File: src/hdl/ttp_pkg.sv
// types, codes and constants shared by the tiered task placement unit
// no dependencies; used by ttp_cell, tiered_task_placement_unit and the dv files
package ttp_pkg;

    localparam int TABLE_SLOTS_DEF = 16;
    localparam int NUM_TIERS       = 3;    // edge, hub, compute take part in chains
    localparam int NUM_IDX         = NUM_TIERS + 1;  // one more for the first local slot

    localparam logic [1:0] MODE_WRITE   = 2'd0;
    localparam logic [1:0] MODE_REMOVE  = 2'd1;
    localparam logic [1:0] MODE_RESOLVE = 2'd2;

    localparam logic [1:0] TIER_EDGE    = 2'd0;
    localparam logic [1:0] TIER_HUB     = 2'd1;
    localparam logic [1:0] TIER_COMPUTE = 2'd2;

    localparam logic [1:0] PRIV_NO_EGRESS  = 2'd1;
    localparam logic [1:0] PRIV_LOCAL_ONLY = 2'd2;

    localparam logic       CFG_HEAVY_LEVEL    = 1'b0;
    localparam logic       CFG_SHORT_DEADLINE = 1'b1;

    localparam logic [3:0]  HEAVY_LEVEL_RST    = 4'd8;
    localparam logic [15:0] SHORT_DEADLINE_RST = 16'd50;

    localparam int LOCAL_SLOT = NUM_TIERS;   // index lane of the first local slot

    typedef struct packed {
        logic [3:0] level;
        logic [6:0] load;
        logic       shared;
        logic       own_node;
        logic       peer;
        logic       reach;
        logic [1:0] tier;
    } slot_rec_t;

    typedef struct packed {
        logic       found;
        logic       peer;
        logic [6:0] load;
        logic [3:0] level;
    } tier_best_t;

    typedef struct packed {
        tier_best_t [NUM_TIERS-1:0] best;
        logic                       shared_compute;
        logic                       loc_found;
        logic                       loc_reach;
        logic [1:0]                 loc_tier;
    } scan_acc_t;

endpackage

File: src/hdl/ttp_cell.sv
// one table slot of the placement unit: holds the slot record and folds it
// into the running scan accumulator; depends on ttp_pkg
module ttp_cell #(
    parameter int SLOT_ID = 0,
    parameter int IDX_W   = 4
) (
    input  logic                                   clk,
    input  logic                                   rst_n,
    input  logic                                   wr_en,
    input  logic                                   rm_en,
    input  ttp_pkg::slot_rec_t                     wr_rec,
    input  logic                                   in_valid,
    input  ttp_pkg::scan_acc_t                     in_acc,
    input  logic [ttp_pkg::NUM_IDX-1:0][IDX_W-1:0] in_idx,
    output logic                                   out_valid,
    output ttp_pkg::scan_acc_t                     out_acc,
    output logic [ttp_pkg::NUM_IDX-1:0][IDX_W-1:0] out_idx
);

    logic                                   present_reg;
    ttp_pkg::slot_rec_t                     rec_reg;
    logic                                   valid_reg;
    ttp_pkg::scan_acc_t                     acc_reg;
    ttp_pkg::scan_acc_t                     acc_next;
    logic [ttp_pkg::NUM_IDX-1:0][IDX_W-1:0] idx_reg;
    logic [ttp_pkg::NUM_IDX-1:0][IDX_W-1:0] idx_next;
    logic                                   usable;
    logic                                   better;

    always_ff @(posedge clk or negedge rst_n)
    begin
        if (!rst_n)
        begin
            present_reg <= 1'b0;
            valid_reg   <= 1'b0;
        end
        else
        begin
            valid_reg <= in_valid;
            if (wr_en)
            begin
                present_reg <= 1'b1;
            end
            else if (rm_en)
            begin
                present_reg <= 1'b0;
            end
        end
    end

    always_ff @(posedge clk)
    begin
        if (wr_en)
        begin
            rec_reg <= wr_rec;
        end
        acc_reg <= acc_next;
        idx_reg <= idx_next;
    end

    always_comb
    begin
        acc_next = in_acc;
        idx_next = in_idx;
        usable   = present_reg && rec_reg.reach;
        better   = 1'b0;
        for (int t = 0; t < ttp_pkg::NUM_TIERS; t++)
        begin
            // non-peer wins, then strictly lower load; ties keep the earlier slot
            if (in_acc.best[t].peer != rec_reg.peer)
            begin
                better = !rec_reg.peer;
            end
            else
            begin
                better = rec_reg.load < in_acc.best[t].load;
            end
            if (usable && rec_reg.tier == 2'(t) && (!in_acc.best[t].found || better))
            begin
                acc_next.best[t].found = 1'b1;
                acc_next.best[t].peer  = rec_reg.peer;
                acc_next.best[t].load  = rec_reg.load;
                acc_next.best[t].level = rec_reg.level;
                idx_next[t]            = IDX_W'(SLOT_ID);
            end
        end
        if (present_reg && rec_reg.tier == ttp_pkg::TIER_COMPUTE && rec_reg.shared)
        begin
            acc_next.shared_compute = 1'b1;
        end
        // only the first present local slot counts, reachable or not
        if (present_reg && rec_reg.own_node && !in_acc.loc_found)
        begin
            acc_next.loc_found            = 1'b1;
            acc_next.loc_reach            = rec_reg.reach;
            acc_next.loc_tier             = rec_reg.tier;
            idx_next[ttp_pkg::LOCAL_SLOT] = IDX_W'(SLOT_ID);
        end
    end

    assign out_valid = valid_reg;
    assign out_acc   = acc_reg;
    assign out_idx   = idx_reg;

endmodule

File: src/hdl/tiered_task_placement_unit.sv
// top level of the tiered task placement unit: item decode, config registers,
// the row of ttp_cell slots and the final tier chain check; depends on ttp_pkg
//
//  channel   handshake              payload
//  item in   start, busy            mode .. task_deadline_ms
//  result    done (strobe)          found, chosen_index, miss_policy
//  config    cfg_we                 cfg_index, cfg_data
//
// write and remove transactions update the slot on acceptance; busy stays low
// a resolve transaction passes go_reg, then the scan token walks the slot row one
// cell a cycle, then the chain check result is registered; busy is high meanwhile
// done pulses for one cycle with the result; the receiver cannot stall
// reset clears all slots and loads the config defaults
module tiered_task_placement_unit #(
    parameter int TABLE_SLOTS = ttp_pkg::TABLE_SLOTS_DEF
) (
    input  logic        clk,
    input  logic        rst_n,
    input  logic        start,
    output logic        busy,
    input  logic [1:0]  mode,
    input  logic [3:0]  entry_index,
    input  logic [1:0]  node_tier,
    input  logic        node_reachable,
    input  logic        node_is_peer,
    input  logic        node_is_local,
    input  logic        node_shared,
    input  logic [6:0]  node_load,
    input  logic [3:0]  level,
    input  logic [1:0]  task_privacy,
    input  logic        task_has_deadline,
    input  logic [15:0] task_deadline_ms,
    output logic        done,
    output logic        found,
    output logic [3:0]  chosen_index,
    output logic        miss_policy,
    input  logic        cfg_we,
    input  logic        cfg_index,
    input  logic [15:0] cfg_data
);

    localparam int IDX_W = $clog2(TABLE_SLOTS);

    logic        busy_reg;
    logic        go_reg;
    logic [3:0]  heavy_reg;
    logic [15:0] short_dl_reg;
    logic [3:0]  lvl_reg;
    logic [1:0]  priv_reg;
    logic        degrade_reg;
    logic        heavy_task_reg;
    logic        done_reg;
    logic        found_reg;
    logic [3:0]  chosen_reg;
    logic        miss_reg;

    logic               item_acc;
    logic               resolve_acc;
    ttp_pkg::slot_rec_t wr_rec;

    logic                                   valid_chain [TABLE_SLOTS+1];
    ttp_pkg::scan_acc_t                     acc_chain   [TABLE_SLOTS+1];
    logic [ttp_pkg::NUM_IDX-1:0][IDX_W-1:0] idx_chain   [TABLE_SLOTS+1];
    logic [TABLE_SLOTS:0]                   valid_vec;

    ttp_pkg::scan_acc_t                     fin_acc;
    logic [ttp_pkg::NUM_IDX-1:0][IDX_W-1:0] fin_idx;
    logic                                   fin_valid;
    logic                                   deny_hub;
    logic                                   deny_cmp;
    logic [ttp_pkg::NUM_TIERS-1:0]          tier_ok;
    logic                                   loc_ok;
    logic                                   found_next;
    logic [IDX_W-1:0]                       chosen_next;

    assign item_acc    = start && !busy_reg;
    assign resolve_acc = item_acc && mode == ttp_pkg::MODE_RESOLVE;

    always_comb
    begin
        wr_rec.level    = level;
        wr_rec.load     = node_load;
        wr_rec.shared   = node_shared;
        wr_rec.own_node = node_is_local;
        wr_rec.peer     = node_is_peer;
        wr_rec.reach    = node_reachable;
        wr_rec.tier     = node_tier;
    end

    // config registers
    always_ff @(posedge clk or negedge rst_n)
    begin
        if (!rst_n)
        begin
            heavy_reg    <= ttp_pkg::HEAVY_LEVEL_RST;
            short_dl_reg <= ttp_pkg::SHORT_DEADLINE_RST;
        end
        else if (cfg_we)
        begin
            unique case (cfg_index)
                ttp_pkg::CFG_HEAVY_LEVEL:    heavy_reg    <= cfg_data[3:0];
                ttp_pkg::CFG_SHORT_DEADLINE: short_dl_reg <= cfg_data;
                default: ;
            endcase
        end
    end

    // control
    always_ff @(posedge clk or negedge rst_n)
    begin
        if (!rst_n)
        begin
            busy_reg <= 1'b0;
            go_reg   <= 1'b0;
            done_reg <= 1'b0;
        end
        else
        begin
            go_reg   <= resolve_acc;
            done_reg <= fin_valid;
            if (resolve_acc)
            begin
                busy_reg <= 1'b1;
            end
            else if (fin_valid)
            begin
                busy_reg <= 1'b0;
            end
        end
    end

    // task fields and policy class, captured per resolve transaction, and the result registers
    always_ff @(posedge clk)
    begin
        if (resolve_acc)
        begin
            lvl_reg        <= level;
            priv_reg       <= task_privacy;
            degrade_reg    <= task_privacy == ttp_pkg::PRIV_LOCAL_ONLY
                              || (task_has_deadline && task_deadline_ms < short_dl_reg);
            heavy_task_reg <= level >= heavy_reg;
        end
        if (fin_valid)
        begin
            found_reg  <= found_next;
            chosen_reg <= 4'(chosen_next);
            miss_reg   <= degrade_reg;
        end
    end

    assign valid_chain[0] = go_reg;
    assign acc_chain[0]   = '0;
    assign idx_chain[0]   = '0;

    for (genvar i = 0; i < TABLE_SLOTS; i++)
    begin : g_slot
        logic hit;
        assign hit = item_acc && 32'(entry_index) == i;

        ttp_cell #(
            .SLOT_ID (i),
            .IDX_W   (IDX_W)
        ) u_cell (
            .clk       (clk),
            .rst_n     (rst_n),
            .wr_en     (hit && mode == ttp_pkg::MODE_WRITE),
            .rm_en     (hit && mode == ttp_pkg::MODE_REMOVE),
            .wr_rec    (wr_rec),
            .in_valid  (valid_chain[i]),
            .in_acc    (acc_chain[i]),
            .in_idx    (idx_chain[i]),
            .out_valid (valid_chain[i+1]),
            .out_acc   (acc_chain[i+1]),
            .out_idx   (idx_chain[i+1])
        );
    end

    for (genvar j = 0; j <= TABLE_SLOTS; j++)
    begin : g_vvec
        assign valid_vec[j] = valid_chain[j];
    end

    assign fin_valid = valid_chain[TABLE_SLOTS];
    assign fin_acc   = acc_chain[TABLE_SLOTS];
    assign fin_idx   = idx_chain[TABLE_SLOTS];

    // tier chain check on the finished scan
    always_comb
    begin
        deny_hub = priv_reg == ttp_pkg::PRIV_LOCAL_ONLY;
        deny_cmp = deny_hub || (priv_reg == ttp_pkg::PRIV_NO_EGRESS && fin_acc.shared_compute);
        for (int t = 0; t < ttp_pkg::NUM_TIERS; t++)
        begin
            tier_ok[t] = fin_acc.best[t].found && fin_acc.best[t].level >= lvl_reg;
        end
        tier_ok[ttp_pkg::TIER_HUB]     = tier_ok[ttp_pkg::TIER_HUB] && !deny_hub;
        tier_ok[ttp_pkg::TIER_COMPUTE] = tier_ok[ttp_pkg::TIER_COMPUTE] && !deny_cmp;
        loc_ok = fin_acc.loc_found && fin_acc.loc_reach
                 && !(fin_acc.loc_tier == ttp_pkg::TIER_HUB && deny_hub)
                 && !(fin_acc.loc_tier == ttp_pkg::TIER_COMPUTE && deny_cmp);

        found_next  = 1'b0;
        chosen_next = '0;
        if (degrade_reg)
        begin
            if (tier_ok[ttp_pkg::TIER_EDGE])
            begin
                found_next  = 1'b1;
                chosen_next = fin_idx[ttp_pkg::TIER_EDGE];
            end
            else if (loc_ok)
            begin
                found_next  = 1'b1;
                chosen_next = fin_idx[ttp_pkg::LOCAL_SLOT];
            end
        end
        else if (heavy_task_reg)
        begin
            if (tier_ok[ttp_pkg::TIER_COMPUTE])
            begin
                found_next  = 1'b1;
                chosen_next = fin_idx[ttp_pkg::TIER_COMPUTE];
            end
            else if (tier_ok[ttp_pkg::TIER_HUB])
            begin
                found_next  = 1'b1;
                chosen_next = fin_idx[ttp_pkg::TIER_HUB];
            end
            else if (tier_ok[ttp_pkg::TIER_EDGE])
            begin
                found_next  = 1'b1;
                chosen_next = fin_idx[ttp_pkg::TIER_EDGE];
            end
        end
        else
        begin
            if (tier_ok[ttp_pkg::TIER_EDGE])
            begin
                found_next  = 1'b1;
                chosen_next = fin_idx[ttp_pkg::TIER_EDGE];
            end
            else if (tier_ok[ttp_pkg::TIER_HUB])
            begin
                found_next  = 1'b1;
                chosen_next = fin_idx[ttp_pkg::TIER_HUB];
            end
        end
    end

    assign busy         = busy_reg;
    assign done         = done_reg;
    assign found        = found_reg;
    assign chosen_index = chosen_reg;
    assign miss_policy  = miss_reg;

    // only one scan token in the slot row at a time
    a_one_token: assert property (@(posedge clk) disable iff (!rst_n)
        $onehot0(valid_vec))
        else $error("more than one scan token in the slot row");

    a_token_busy: assert property (@(posedge clk) disable iff (!rst_n)
        (|valid_vec) |-> busy_reg)
        else $error("scan token present while not busy");

    a_done_after_busy: assert property (@(posedge clk) disable iff (!rst_n)
        done |-> $past(busy_reg) && !busy_reg)
        else $error("result strobe without a finished resolve");

    a_none_zero: assert property (@(posedge clk) disable iff (!rst_n)
        (done && !found) |-> chosen_index == 4'd0)
        else $error("nonzero slot reported with no node found");

endmodule

File: config.mk
export PLATFORM = sky130hd
export DESIGN_NAME = tiered_task_placement_unit
export DESIGN_NICKNAME = d
export VERILOG_FILES = /design/src/hdl/ttp_pkg.sv /design/src/hdl/ttp_cell.sv /design/src/hdl/tiered_task_placement_unit.sv
export SDC_FILE = /design/constraint.sdc
export NUM_CORES = 2
export LEC_CHECK = 0
export BUFFER_PORTS_ARGS = -buffer_cell sky130_fd_sc_hd__buf_2
export CAP_MARGIN = 10
export CORE_MARGIN = 5
export CORE_UTILIZATION = 50
export CTS_BUF_LIST = sky130_fd_sc_hd__clkbuf_4 sky130_fd_sc_hd__clkbuf_8 sky130_fd_sc_hd__clkbuf_16
export DETAILED_ROUTE_END_ITERATION = 7
export HOLD_SLACK_MARGIN = 0.03
export PLACE_DENSITY = 0.62
export SLEW_MARGIN = 10
export SYNTH_ARGS = -nofsm -noshare
export SYNTH_HDL_FRONTEND = slang
export SYNTH_SLANG_ARGS = --single-unit
File: constraint.sdc
create_clock -name clk -period 4.1 [get_ports clk]
set_clock_uncertainty 0.2 [all_clocks]
set_input_delay 0.41 -clock clk [delete_from_list [all_inputs] [get_ports clk]]
set_output_delay 0.41 -clock clk [all_outputs]
set_load 0.005 [all_outputs]
==> flow_summary.toml <==
[status]
status = "finished clean"

[floorplanning]
die_h_um = 315.4
pin_count = 71
die_area_mm2 = 0.09945
fp.dieW_um = 315.4
core_mm2 = 0.09291
core.rowCount = 112
start_util = 0.5018

[logic_synthesis]
synth-edff-count = 286
yosysWarnings = 0
syn-cell-area_mm2 = 0.04662
syn_avg_cell_area_um2 = 13.03
ys_types = 58
synth-seq-cells = 1217
ys.flop_type = "dfxtp_1"
synth_seq_area_share = 0.5900
syn_inst = 3577
syn_nets = 3941
async_flop_share = 0.04519

[cts]
clockBufferDepth = 3
cts_tree = "done"
cts_setup_buffers = 0
htree_levels = 3
root_buffer = "clkbuf_16"
cts_hold_buf = 42
cts_repair_resize_count = 0
worstSkewPairLatency_ps = 690
cts_num_sinks = 1217
cts_buffers = 119
clkTransAtPathRegs_ps = 60

[place]
place.gp.congestion = 0.8137
portBuffers = 70
post-place-ws_ps = 1023
dpl-instance-area_mm2 = 0.04837
dp_hpwl_um = 74890

[power_and_ir_drop]
swShare = 0.2303
irDropWorstVdd_mv = 0.4111
p_per_area_mw_per_mm2 = 535.9
intPower_mw = 21.87
p_clk_frac = 0.399
power_frac_comb = 0.093
switchingPower_mw = 6.543
leakagePower_nw = 21.75
seq_power_share = 0.507

[critical_path]
cp-end-kind = "flop"
worstPathRequired_ps = 4470
crit_family = "compound AO/OA/AOI/OAI gates"
path_class = "flop to flop"
cp_slowest_cell = "a31oi_2"
arrival_ps = 3440
slowest_delay_ps = 860
worstPathCellList = "ha_1, a21oi_1, nor2_1, a2111oi_0, o21ai_1, a31oi_2, mux2_2"
cp_max_fo = 15
cp_num_buf_inv = 0
start_kind = "flop"

[route]
route.antenna.remaining_nets = 0
wl_um = 103900
drc = 0
post_drt_wl_per_cell_um = 20.21
drtIter0Drc = 1415
vias = 25803
detail_route.first_pass.iterations = 5
vias_per_cell = 5.020

[job]
max_cap_violations = 0

[grt]
grt_max_degree = 31
grt_pass1_vias = 26846
track_usage = 0.2089
globalRouteOverflowTotal = 0
grt_pass1_wl_um = 159100
antenna_found_initial = 5

[timing]
fmax_ghz = 0.3260
min_period_ps = 3068
slew_headroom = 0.3114
worst_slack_ps = 1032
setup_viol = 0
rsz0062_at_grt = "false"
timing.hold.ws_ps = 84.04
slew_violations = 0
fin_crit_sh = 0.7482
tightest_slew_ps = 1028
setup-tns-final_ps = 0
hold_viol = 0

[cells_and_area]
largest_reg_flops = 680
nFillCells = 7647
fin_util = 0.5707
syn_to_final_growth_pct = 13.73
drive_gt1_frac = 0.2461
nNetsFinal = 4142
fin_area_mm2 = 0.05302

[min_path]
min_path_type = "primary input to flop"
synthesized netlist by cell type (all sizes together), types with 11 or more instances:
master | n | area (um^2)
o21ai | 59 | 325.3
nand3 | 20 | 100.1
clkbuf | 11 | 41.29
a2111oi | 47 | 593.1
a311oi | 12 | 315.3
buf | 43 | 326.6
a21o | 76 | 570.6
nand2b | 183 | 1145
dfxtp | 876 | 17540
edfxtp | 286 | 8588
nand4b | 12 | 105.1
a21oi | 117 | 585.6
and2 | 75 | 469.2
ha | 301 | 3766
dfrtp | 51 | 1276
nand4 | 47 | 294.0
mux2 | 558 | 6284
a31oi | 20 | 286.5
or2 | 62 | 387.9
nand2 | 101 | 379.1
nor2b | 95 | 639.4
nor2 | 78 | 292.8
inv | 316 | 1186
nand3b | 20 | 150.1
o21bai | 12 | 90.09
o22a | 16 | 140.1
a31o | 30 | 262.8
per-stage QoR:
step | cells | power [mW]
2_1_floorplan | 3577 | 16.31
3_3_place_gp | 4869 | 17.28
3_5_place_dp | 4869 | 17.32
4_1_cts | 5139 | 28.72
5_1_grt | 5139 | 29.67
6_report | 5140 | 28.42
area by class of cell:
cell class	instances	area, um^2	share of cell area
antenna	1	2.502	0.00004720
tap	1254	1569	0.02959
sequential	1217	27510	0.5188
multi-input combinational	1990	17600	0.3319
inverter	316	1186	0.02237
clock buffer	185	3752	0.07077
clock inverter	43	473.0	0.008920
timing repair buffer	134	935.9	0.01765
power by group through the flow:
| stage | Sequential, mW | Clock (mW) | Combinational [mW] |
|---|---|---|---|
| CTS | 14.4 | 11.6 | 2.69 |
| floorplan | 14.3 | 0 | 1.99 |
| global placement | 14.7 | 0 | 2.58 |
| global route | 14.6 | 12.1 | 2.99 |
| finish | 14.4 | 11.4 | 2.65 |
| detailed placement | 14.7 | 0 | 2.62 |
layout by cell type (no fill, tap or decap), drive strengths merged, types with 51 or more instances in the layout:
cell,synthesis,final
dfxtp,876,876
mux2,558,558
inv,316,323
ha,301,301
edfxtp,286,286
clkbuf,11,185
nand2b,183,183
a21oi,117,117
nand2,101,101
nor2b,95,95
buf,43,92
nor2,78,78
a21o,76,76
and2,75,75
or2,62,62
o21ai,59,59
dfrtp,51,51
worst register-to-register path, delay by kind of cell (launching register included):
| kind | cells | cell delay [ps] |
|---|---|---|
| AND/OR/NAND/NOR | 1 | 50 |
| multiplexers | 1 | 420 |
| AO/OA/AOI/OAI | 4 | 1470 |
| adder cells (fa/ha/maj) | 1 | 330 |
| flip-flops | 1 | 470 |
cells by family (layout without fill, tap and decap cells):
group	count (synthesis)	in the layout	synth area share
flip-flops	1217	1217	0.5900
AND/OR/NAND/NOR	718	718	0.08883
multiplexers	558	558	0.1348
AO/OA/AOI/OAI	412	412	0.07209
buffers and inverters	370	678	0.03333
adder cells (fa/ha/maj)	301	301	0.08078
XOR/XNOR	1	1	0.0001879
other	0	1	0
metal layers:
layer / up-vias / routed length (um) / GRT usage
li1: 12932 / - / -
met1: 12358 / 44300 / 0.2579
met4: 2 / 3043 / 0.06126
met5: - / 13 / 0
met2: 336 / 53510 / 0.3820
met3: 175 / 3009 / 0.02936
worst paths after layout:
path	startpoint	endpoint	slack [ps]	depth (start not counted)
setup reg to reg	g_slot[5].u_cell.rec_reg[10]	g_slot[5].u_cell.out_acc[40]	1030	7
max in group asynchronous	rst_n	g_slot[7].u_cell.present_reg	2770	3
min in group asynchronous	rst_n	short_dl_reg[10]	90	2
hold reg to reg	g_slot[7].u_cell.out_valid	g_slot[8].u_cell.out_valid	140	0
hold / removal	task_deadline_ms[15]	degrade_reg	80	5
setup / recovery	g_slot[5].u_cell.rec_reg[10]	g_slot[5].u_cell.out_acc[40]	1030	7
(Power assumes the default switching activity.)
